**src/rtl/core/mig_pkg.sv**
```systemverilog
package mig_pkg;

  // Default sizes of the image store
  localparam int unsigned MaxChannels = 16;
  localparam int unsigned MaxHeight   = 64;
  localparam int unsigned MaxWidth    = 64;
  localparam int unsigned KernelMax   = 5;
  localparam int unsigned PixelBits   = 32;

  // Fixed widths of the ports
  localparam int unsigned CfgIdxW   = 3;
  localparam int unsigned CfgDataW  = 7;
  localparam int unsigned ChanW     = 4;
  localparam int unsigned PosW      = 6;
  localparam int unsigned PixInW    = 32;
  localparam int unsigned TapIdxW   = 5;
  localparam int unsigned KDimW     = 4;   // holds 0..15
  localparam int unsigned LimW      = 7;
  localparam int unsigned SmallW    = 3;
  localparam int unsigned CoordW    = 12;  // signed tap coordinate
  localparam int unsigned ExtW      = 16;  // zero-extension for range checks
  localparam int unsigned PixExtW   = 64;

  // Register reset values
  localparam logic [CfgDataW-1:0] HeightRst = 7'd64;
  localparam logic [CfgDataW-1:0] WidthRst  = 7'd64;
  localparam logic [SmallW-1:0]   WinRst    = 3'd3;
  localparam logic [SmallW-1:0]   StepRst   = 3'd1;
  localparam logic [SmallW-1:0]   MarginRst = 3'd1;

  typedef enum logic [CfgIdxW-1:0] {
    REG_IMAGE_HEIGHT = 3'd0,
    REG_IMAGE_WIDTH  = 3'd1,
    REG_WINDOW_ROWS  = 3'd2,
    REG_WINDOW_COLS  = 3'd3,
    REG_STEP_ROWS    = 3'd4,
    REG_STEP_COLS    = 3'd5,
    REG_MARGIN_ROWS  = 3'd6,
    REG_MARGIN_COLS  = 3'd7
  } reg_idx_e;

  typedef enum logic {
    OP_WRITE  = 1'b0,
    OP_GATHER = 1'b1
  } op_e;

  typedef enum logic {
    SEQ_IDLE = 1'b0,
    SEQ_RUN  = 1'b1
  } seq_state_e;

  // Effective configuration, window size already clamped
  typedef struct packed {
    logic [KDimW-1:0]  kr;
    logic [KDimW-1:0]  kc;
    logic [LimW-1:0]   hlim;
    logic [LimW-1:0]   wlim;
    logic [SmallW-1:0] step_rows;
    logic [SmallW-1:0] step_cols;
    logic [SmallW-1:0] margin_rows;
    logic [SmallW-1:0] margin_cols;
  } cfg_t;

  // Tap that travels alongside its store read
  typedef struct packed {
    logic               valid;
    logic               in_img;
    logic [TapIdxW-1:0] index;
    logic               last;
  } tap_t;

endpackage

```
**src/rtl/core/mig_cfg.sv**
```systemverilog
module mig_cfg import mig_pkg::*; #(
  parameter int unsigned MAX_HEIGHT = MaxHeight,
  parameter int unsigned MAX_WIDTH  = MaxWidth,
  parameter int unsigned KERNEL_MAX = KernelMax
) (
  input  logic                clk_i,
  input  logic                rst_ni,
  input  logic                cfg_we_i,
  input  logic [CfgIdxW-1:0]  cfg_idx_i,
  input  logic [CfgDataW-1:0] cfg_data_i,
  output cfg_t                cfg_o
);

  logic [CfgDataW-1:0] height_q, width_q;
  logic [SmallW-1:0]   win_rows_q, win_cols_q, step_rows_q, step_cols_q;
  logic [SmallW-1:0]   margin_rows_q, margin_cols_q;

  always_ff @(posedge clk_i or negedge rst_ni) begin
    if (!rst_ni) begin
      height_q      <= HeightRst;
      width_q       <= WidthRst;
      win_rows_q    <= WinRst;
      win_cols_q    <= WinRst;
      step_rows_q   <= StepRst;
      step_cols_q   <= StepRst;
      margin_rows_q <= MarginRst;
      margin_cols_q <= MarginRst;
    end else if (cfg_we_i) begin
      unique case (reg_idx_e'(cfg_idx_i))
        REG_IMAGE_HEIGHT: height_q      <= cfg_data_i;
        REG_IMAGE_WIDTH:  width_q       <= cfg_data_i;
        REG_WINDOW_ROWS:  win_rows_q    <= cfg_data_i[SmallW-1:0];
        REG_WINDOW_COLS:  win_cols_q    <= cfg_data_i[SmallW-1:0];
        REG_STEP_ROWS:    step_rows_q   <= cfg_data_i[SmallW-1:0];
        REG_STEP_COLS:    step_cols_q   <= cfg_data_i[SmallW-1:0];
        REG_MARGIN_ROWS:  margin_rows_q <= cfg_data_i[SmallW-1:0];
        REG_MARGIN_COLS:  margin_cols_q <= cfg_data_i[SmallW-1:0];
      endcase
    end
  end

  function automatic logic [KDimW-1:0] clamp_win(input logic [SmallW-1:0] v);
    logic [KDimW-1:0] vx;
    vx = KDimW'(v);
    if (vx == '0) begin
      return KDimW'(1);
    end else if (vx > KDimW'(KERNEL_MAX)) begin
      return KDimW'(KERNEL_MAX);
    end
    return vx;
  endfunction

  always_comb begin
    cfg_o.kr = clamp_win(win_rows_q);
    cfg_o.kc = clamp_win(win_cols_q);
    // image limits never exceed the store
    cfg_o.hlim = (ExtW'(height_q) > ExtW'(MAX_HEIGHT)) ? LimW'(MAX_HEIGHT) : height_q;
    cfg_o.wlim = (ExtW'(width_q) > ExtW'(MAX_WIDTH)) ? LimW'(MAX_WIDTH) : width_q;
    cfg_o.step_rows   = step_rows_q;
    cfg_o.step_cols   = step_cols_q;
    cfg_o.margin_rows = margin_rows_q;
    cfg_o.margin_cols = margin_cols_q;
  end

endmodule

```
**config.mk**
```make
export PLATFORM = sky130hd
export DESIGN_NAME = mig_cfg
export DESIGN_NICKNAME = d
export VERILOG_FILES = /design/src/rtl/core/mig_pkg.sv /design/src/rtl/core/mig_cfg.sv
export SDC_FILE = /design/constraint.sdc
export NUM_CORES = 1
export LEC_CHECK = 0
export BUFFER_PORTS_ARGS = -buffer_cell sky130_fd_sc_hd__buf_2
export CORE_MARGIN = 10
export CORE_UTILIZATION = 44
export DETAILED_ROUTE_END_ITERATION = 8
export GPL_TIMING_DRIVEN = 0
export PLACE_DENSITY = 0.78
export REMOVE_ABC_BUFFERS = 1
export SETUP_SLACK_MARGIN = 0.3
export SYNTH_ARGS = -nofsm -noshare
export SYNTH_HDL_FRONTEND = slang
export SYNTH_SLANG_ARGS = --single-unit
```
**constraint.sdc**
```tcl
create_clock -name clk_i -period 0.9 [get_ports clk_i]
set_input_delay 0.09 -clock clk_i [delete_from_list [all_inputs] [get_ports clk_i]]
set_output_delay 0.09 -clock clk_i [all_outputs]
set_load 0.02 [all_outputs]
```
==> results.json, run 1 <==
{
  "grt_pass1_vias": 1059,
  "clk_pin_slew_ns": 0.09,
  "antenna_found_initial": 0,
  "maxSlewHeadroom": 0.549,
  "postRouteAntennaNets": 0,
  "postLayoutSetupSlackWorst_ns": -0.428,
  "placementRows": 20,
  "die_w_um": 77.0,
  "outcome": "finished, violations left",
  "remaining_drc_errors": 0,
  "die_h_um": 77.0,
  "worstPathArrival_ns": 1.24,
  "place_congestion": 0.701,
  "setup_viol": 34,
  "dp_hpwl_mm": 2.36,
  "ys_ff_latch": 32,
  "vias": 958,
  "worstMarginPinSlew_ns": 0.677,
  "die_area_mm2": 0.00592,
  "synth-edff-count": 0,
  "synth_most_common_cell": "mux2_2",
  "synthFlopType": "dfrtp_1",
  "crit_start": "win_rows_q[1]",
  "synth.top_cell.area_share": 0.386,
  "finalWirelength_mm": 3.48,
  "antenna_cells": 0,
  "crit_fanout": 3,
  "crit_type": "reg2out",
  "grtUsageTotal": 0.115,
  "grt_most_used_layer": "met2",
  "post-route-period-util": 1.48,
  "hold_viol_final": 22,
  "synth_warnings": 0,
  "use_met2": 0.203,
  "area.growth.synth_to_final_pct": 47.0,
  "htree_levels": 2,
  "cts_buffers": 5,
  "avgSynthCellArea_um2": 14.6,
  "final_net_count": 165,
  "hold_ws_ns": -0.204,
  "fmax_mhz": 753,
  "violations": "hold timing, setup timing",
  "cp.required_ns": 0.81,
  "ys_top_cells_by_count": "mux2_2, dfrtp_1, nor2b_1",
  "critPathCaptureType": "primary output",
  "cts_tree": "done",
  "clock_sinks": 32,
  "slew_violations": 0,
  "hold_class": "in2async",
  "insertion_delay_ns": 0.32,
  "io_buffers": 44,
  "cts-root-buf": "clkbuf_4",
  "vias_per_cell": 4.86,
  "synth_area_leaders": "dfrtp_1, mux2_2, dfstp_2",
  "final_util": 0.682,
  "pre_cts_ws_ns": -0.380,
  "use_met1": 0.119,
  "cap_violations": 0,
  "firstDrtPassIters": 4,
  "r2r-start": "win_rows_q[2]",
  "critPathLaunchType": "flop",
  "drive_gt1_frac": 0.719,
  "p_leak_nw": 1.00,
  "fillerInstances": 211,
  "start_util": 0.464,
  "irDropWorstVdd_mv": 1.70,
  "yosysSeqAreaShare": 0.570,
  "wl_per_cell_um": 17.6,
  "total_power_w": 0.00490,
  "grt_overflow": 0,
  "synth_cell_types": 13,
  "synthArstFlopShare": 1.00,
  "drt_iter0_drc": 30,
  "met3_usage": 0.0478,
  "cts.path.max_buffers": 2,
  "core_area_mm2": 0.00308,
  "skew_ns": 0,
  "grt_pass1_wl_mm": 5.42,
  "powerDensity_mw_per_mm2": 2330,
  "fin_setup_tns_ns": -8.21,
  "grt_max_degree": 33,
  "rsz0062_at_grt": "true",
  "yosysTopAreaCell": "dfrtp_1",
  "syn_area_mm2": 0.00143,
  "period_needed_ns": 1.33,
  "synthCells": 98,
  "ios": 47
}
-- worst paths after layout --
path	endpoint	slack, ns	cells past startpoint
worst max-delay path	cfg_o[30]	-0.43	3
worst min-delay path	step_rows_q[1]	-0.20	1
worst max register to register	win_rows_q[2]	-0.11	3
worst min register to register	height_q[3]	0.51	1
max in group asynchronous	win_cols_q[2]	0.62	1
min in group clk_i	width_q[5]	0.02	2
-- kinds of logic after synthesis --
| kind of cell | Yosys count | share of synthesized area |
|---|---|---|
| AO/OA/AOI/OAI | 2 | 0.0105 |
| buffers and inverters | 7 | 0.0289 |
| flip-flops | 32 | 0.570 |
| multiplexers | 32 | 0.252 |
| other | 1 | 0.00263 |
| AND/OR/NAND/NOR | 24 | 0.136 |
-- area by class of cell --
cell class	count	area [um2]	area share
Sequential cell	32	815	0.388
Multi-Input combinational cell	60	702	0.335
Timing Repair Buffer	53	468	0.223
Clock buffer	8	58.8	0.0280
Tap cell	44	55.1	0.0262
-- routing by layer --
layer	part of all wire	vias up	wire (um)
met5	0	-	0
met4	0.013	0	46
met3	0.047	5	163
met2	0.53	19	1840
met1	0.41	487	1420
li1	-	447	-
-- per-stage QoR --
step,area (um2),cells
6_report,2100,197
5_1_grt,2100,197
4_1_cts,2030,195
3_5_place_dp,1670,180
3_3_place_gp,1670,180
2_1_floorplan,1390,92
-- state kept, by name, indices dropped and copies added (netlist names) --
signal and cells:
height_q 7, margin_cols_q 3, margin_rows_q 3, step_cols_q 3
step_rows_q 3, width_q 7, win_cols_q 3, win_rows_q 3
-- report_power, final --
group          switching, W  leakage (nW)  internal (W)
Clock              0.000439        0.0326      0.000385
Sequential         0.000259         0.368       0.00183
Combinational      0.000851         0.603       0.00113
Total               0.00155          1.00       0.00335
-- critical path: stages (launching register included) --
cell and delay, ns:
dfstp_2 0.55, nor2b_4 0.15, o21bai_1 0.07, buf_4 0.16
-- what timing repair did --
item                                    4_1_cts  5_1_grt
hold endpoints to repair                     22       22
cloned                                        0        0
endpoints found under the setup margin       64       64
pin swaps                                     3        1
gates resized for setup                      75       17
buffers inserted                              7        2
-- placed cells by master (no fill, tap or decap) --
cell and instances:
buf_2 16, nor2b_1 12, clkbuf_1 2, clkbuf_4 6, dfrtp_2 1, mux2_2 5
mux2_4 27, buf_12 1, nor4b_4 1, nor2b_4 2, and4bb_2 2, o21bai_1 2
and4bb_4 1, clkbuf_8 1, nor2b_2 2, dfstp_2 10, nand4_1 1, buf_4 9
dfrtp_1 21, conb_1 2, buf_6 26, nand4b_1 3
(Power assumes the default switching activity.)
==> inputs of run 2 (changes only) <==
==> constraint.sdc (replaced) <==
create_clock -name clk_i -period 1.3 [get_ports clk_i]
set_input_delay 0.13 -clock clk_i [delete_from_list [all_inputs] [get_ports clk_i]]
set_output_delay 0.13 -clock clk_i [all_outputs]
set_load 0.02 [all_outputs]
==> run 2 against run 1 <==
Against the previous run: the flow finishes with violations (setup timing); die area stayed put; hold slack better by 0.26 ns; setup slack better by 0.36 ns; critical path type unchanged; critical endpoint unchanged; largest cell class unchanged; highest routed layer unchanged.
==> results.json, run 2 (synthesis gave the netlist of run 1 again) <==
{
  "area.growth.synth_to_final_pct": 35.9,
  "maxSlewHeadroom": 0.542,
  "grtUsageTotal": 0.109,
  "vias": 932,
  "antenna_found_initial": 0,
  "io_buffers": 44,
  "cts-root-buf": "clkbuf_4",
  "post-route-period-util": 1.05,
  "setup_viol": 3,
  "slew_violations": 0,
  "placementRows": 20,
  "critPathLaunchType": "flop",
  "fillerInstances": 224,
  "final_cell_mix": "mux2_2, dfrtp_1, buf_6",
  "crit_type": "reg2out",
  "skew_ns": 0,
  "violations": "setup timing",
  "grt_pass1_vias": 1018,
  "cts_buffers": 5,
  "postRouteAntennaNets": 0,
  "outcome": "finished, violations left",
  "grt_overflow": 0,
  "insertion_delay_ns": 0.32,
  "core_area_mm2": 0.00308,
  "firstDrtPassIters": 3,
  "grt_max_degree": 33,
  "grt_pass1_wl_mm": 5.09,
  "finalWirelength_mm": 3.23,
  "clk_pin_slew_ns": 0.09,
  "rsz0062_at_grt": "true",
  "p_leak_nw": 0.874,
  "critPathCaptureType": "primary output",
  "crit_fanout": 3,
  "drive_gt1_frac": 0.700,
  "cp.required_ns": 1.17,
  "cap_violations": 0,
  "die_area_mm2": 0.00592,
  "cts.path.max_buffers": 2,
  "htree_levels": 2,
  "powerDensity_mw_per_mm2": 1650,
  "hold_class": "in2reg",
  "drt_iter0_drc": 29,
  "fmax_mhz": 732,
  "die_w_um": 77.0,
  "reg_top3": "height_q (7), width_q (7)",
  "antenna_cells": 0,
  "dp_hpwl_mm": 2.36,
  "cts_tree": "done",
  "worstPathArrival_ns": 1.24,
  "total_power_w": 0.00321,
  "irDropWorstVdd_mv": 1.16,
  "final_util": 0.630,
  "hold_depth": 2,
  "clock_sinks": 32,
  "postLayoutSetupSlackWorst_ns": -0.0666,
  "r2r_cells": 3,
  "mostFrequentLayoutCell": "mux2_2",
  "period_needed_ns": 1.37,
  "final_net_count": 162,
  "remaining_drc_errors": 0,
  "vias_per_cell": 4.80,
  "fin_setup_tns_ns": -0.126,
  "worstMarginPinSlew_ns": 0.687,
  "place_congestion": 0.701,
  "wl_per_cell_um": 16.6,
  "ios": 47,
  "start_util": 0.464,
  "hold_viol_final": 0,
  "die_h_um": 77.0
}
-- run 2: worst paths after layout --
kind | from | to | slack (ns)
worst max register to register | win_rows_q[2] | win_rows_q[2] | 0.27
worst max-delay path | win_rows_q[1] | cfg_o[30] | -0.07
max in group asynchronous | rst_ni | win_cols_q[2] | 0.42
worst min register to register | height_q[3] | height_q[3] | 0.51
min in group asynchronous | rst_ni | step_cols_q[1] | 0.39
worst min-delay path | cfg_data_i[5] | width_q[5] | 0.05
-- run 2: repair_timing --
item / 4_1_cts / 5_1_grt
hold endpoints to repair: 22 / 0
endpoints found under the setup margin: 31 / 39
gates resized for setup: 47 / 9
hold buffers: 1 / 0
setup buffers: 4 / 1
pin swaps: 2 / 1
-- run 2: cell type report --
class | instances | area [um2] | share of cell area
clock buffer | 8 | 58.8 | 0.0303
sequential | 32 | 815 | 0.420
tap | 44 | 55.1 | 0.0284
timing repair buffer | 50 | 414 | 0.213
multi-input combinational | 60 | 598 | 0.308
-- run 2: critical path: stages (launching register included) --
cell and delay [ns]:
dfstp_2 0.55, nor2b_4 0.14, o21bai_1 0.07, buf_4 0.16
-- run 2: routing by layer --
layer,track usage,vias up,wire (um)
met2,0.206,19,1780
met5,0,-,0
li1,-,442,-
met3,0.0490,5,188
met4,0.0446,0,46
met1,0.0987,466,1210
-- run 2: report_power, final --
group          internal (W)  switching [W]
Combinational      0.000649       0.000563
Sequential          0.00127       0.000166
Clock              0.000266       0.000299
Total               0.00218        0.00103
-- run 2: per-stage QoR --
| stage | area [um2] | setup slack, ns | std cells | hold WS (ns) |
|---|---|---|---|---|
| floorplan | 1390 | 0.0288 | 92 | -0.166 |
| global route | 1940 | -0.127 | 194 | 0.0430 |
| finish | 1940 | -0.0666 | 194 | 0.0526 |
| detailed placement | 1670 | -0.0202 | 180 | 0.210 |
| global placement | 1670 | -0.00561 | 180 | 0.191 |
| CTS | 1910 | -0.0661 | 193 | 0.0423 |
==> inputs of run 3 (changes only) <==
--- a/config.mk
+++ b/config.mk
@@ -5,12 +5,13 @@
 export SDC_FILE = /design/constraint.sdc
 export NUM_CORES = 1
 export LEC_CHECK = 0
+export ABC_AREA = 1
 export BUFFER_PORTS_ARGS = -buffer_cell sky130_fd_sc_hd__buf_2
 export CORE_MARGIN = 10
-export CORE_UTILIZATION = 44
+export CORE_UTILIZATION = 40
 export DETAILED_ROUTE_END_ITERATION = 8
 export GPL_TIMING_DRIVEN = 0
-export PLACE_DENSITY = 0.78
+export PLACE_DENSITY = 0.72
 export REMOVE_ABC_BUFFERS = 1
 export SETUP_SLACK_MARGIN = 0.3
 export SYNTH_ARGS = -nofsm -noshare
==> run 3 against run 2 <==
Against the previous run: the run still ends with setup timing left; clock power grew 39%; setup slack lost 0.042 ns; combinational power grew 12%; first-iteration DRC count increased by 110%; routed wire length grew 17%; sequential power fell by 3%; maximum frequency shrank 3.0%; synthesized cell count rose by 82%; critical path depth up 1; largest cell class unchanged.
==> results.json, run 3 <==
{
  "outcome": "finished, violations left",
  "violations": "setup timing",
  "yosysTopAreaCell": "dfrtp_1",
  "worstPathArrival_ns": 1.28,
  "synth.top_cell.area_share": 0.358,
  "vias_per_cell": 4.57,
  "reg_top3": "height_q (7), width_q (7)",
  "pwr-share-seq": 0.395,
  "hold_class": "in2reg",
  "period_needed_ns": 1.41,
  "pre_cts_ws_ns": 0.104,
  "yosysSeqAreaShare": 0.529,
  "die_area_mm2": 0.00672,
  "crit_fanout": 6,
  "synth-edff-count": 0,
  "placementRows": 22,
  "htree_levels": 2,
  "clk_pin_slew_ns": 0.07,
  "swShare": 0.350,
  "register_area_um2": 813,
  "placed_cell_area_mm2": 0.00176,
  "synth_cell_types": 19,
  "insertion_delay_ns": 0.28,
  "synth_warnings": 0,
  "antenna_found_initial": 0,
  "wl_per_cell_um": 13.2,
  "synth_area_leaders": "dfrtp_1, dfstp_2, nand2_1",
  "skew_ns": 0,
  "grt_pass1_wl_mm": 6.07,
  "r2r_setup_slack_ns": 0.41,
  "vias": 1302,
  "drt_iter0_drc": 60,
  "setup_viol": 11,
  "grt_pass1_vias": 1290,
  "post-route-period-util": 1.08,
  "ios": 47,
  "io_buffers": 44,
  "final_util": 0.594,
  "crit_type": "reg2out",
  "slew_violations": 0,
  "met3_usage": 0.0524,
  "synth_most_common_cell": "nand2_1",
  "cp.required_ns": 1.17,
  "die_w_um": 82.0,
  "die_h_um": 82.0,
  "cts-root-buf": "clkbuf_8",
  "hold_viol_final": 0,
  "start_util": 0.417,
  "synthCells": 178,
  "p_clk_frac": 0.222,
  "grtUsageTotal": 0.116,
  "multiInputGateArea_um2": 649,
  "combPwrFrac": 0.382,
  "dp_hpwl_mm": 2.54,
  "critPathCaptureType": "primary output",
  "clock_sinks": 32,
  "syn_area_mm2": 0.00154,
  "use_met1": 0.134,
  "mostFrequentLayoutCell": "nand2_1",
  "powerDensity_mw_per_mm2": 1610,
  "final_cell_mix": "nand2_1, inv_1, dfrtp_1, buf_4",
  "core_area_mm2": 0.00369,
  "remaining_drc_errors": 0,
  "fmax_mhz": 710,
  "antenna_cells": 0,
  "area.growth.synth_to_final_pct": 42.5,
  "rsz0062_at_grt": "true",
  "grt_most_used_layer": "met2",
  "grt_max_degree": 33,
  "fillerInstances": 334,
  "synthFlopType": "dfrtp_1",
  "final_net_count": 249,
  "fin_area_mm2": 0.00219,
  "irDropWorstVdd_mv": 0.789,
  "firstDrtPassIters": 4,
  "cts.path.max_buffers": 2,
  "cap_violations": 0,
  "postLayoutSetupSlackWorst_ns": -0.109,
  "finalWirelength_mm": 3.77,
  "drive_gt1_frac": 0.532,
  "avgSynthCellArea_um2": 8.63,
  "power.internal_w": 0.00229,
  "ys_ff_latch": 32,
  "place_congestion": 0.721,
  "hold_ws_ns": 0.0495,
  "use_met2": 0.185,
  "ys_top_cells_by_count": "nand2_1, inv_1, dfrtp_1",
  "grt_overflow": 0,
  "critPathLaunchType": "flop",
  "cts_buffers": 5,
  "postRouteAntennaNets": 0,
  "p_leak_nw": 1.09,
  "cts_tree": "done",
  "synthArstFlopShare": 1.00,
  "total_power_w": 0.00352,
  "p_sw_w": 0.00123
}
==> run 3: worst max-delay path, cell delays in order (launching register included) <==
cell and delay, ns:
dfrtp_1 0.41, nor2_2 0.15, nand3_4 0.13, a21oi_1 0.16, buf_4 0.16
==> run 3: path summary, 6_finish.rpt <==
kind | depth (start not counted) | to | from
max in group asynchronous | 2 | win_rows_q[1] | rst_ni
worst min register to register | 2 | step_cols_q[2] | step_cols_q[2]
worst max-delay path | 4 | cfg_o[24] | height_q[5]
min in group asynchronous | 2 | margin_rows_q[1] | rst_ni
worst min-delay path | 3 | margin_cols_q[0] | cfg_data_i[0]
worst max register to register | 4 | width_q[0] | width_q[0]
==> run 3: layout make-up <==
cell class              instances  area share
repair buffers                 60       0.217
clock buffers                   7      0.0394
well taps                      48      0.0274
flip-flops and latches         32       0.371
inverters                      26      0.0446
multi-input cells             111       0.297
clock inverters                 1     0.00343
==> run 3: power groups by stage <==
stage | Combinational (W) | Clock, W | Sequential (W)
3_3_place_gp | 0.000906 | 0 | 0.00139
5_1_grt | 0.00147 | 0.000863 | 0.00142
4_1_cts | 0.00122 | 0.000812 | 0.00137
2_1_floorplan | 0.000496 | 0 | 0.00149
3_5_place_dp | 0.000928 | 0 | 0.00139
6_report | 0.00135 | 0.000783 | 0.00139
==> run 3: routing by layer <==
layer	part of all wire	up-vias	wire length (um)
met5	0	-	0
met4	0.011	0	40
met3	0.099	7	372
met2	0.46	37	1720
met1	0.43	597	1640
li1	-	661	-
==> run 3: through the flow <==
step,instances,TNS (ns)
floorplan,169,0
global placement,261,0
detailed placement,261,0
CTS,281,-0.978
global route,285,-1.76
finish,285,-0.895
==> run 3: repair_timing <==
item	CTS	global route
hold buffers	1	0
pin swaps	14	11
resized for setup	41	28
hold endpoints to repair	22	0
setup buffers	11	4
gates cloned	0	0
setup endpoints to repair	24	29
==> run 3: cell families (layout without fill, tap and decap cells) <==
logic type / count (synthesis) / in the layout / share of synthesized area
compound gates: 42 / 42 / 0.171
simple gates: 67 / 67 / 0.195
flops: 32 / 32 / 0.529
buf+inv: 36 / 94 / 0.103
other cells: 1 / 2 / 0.00244
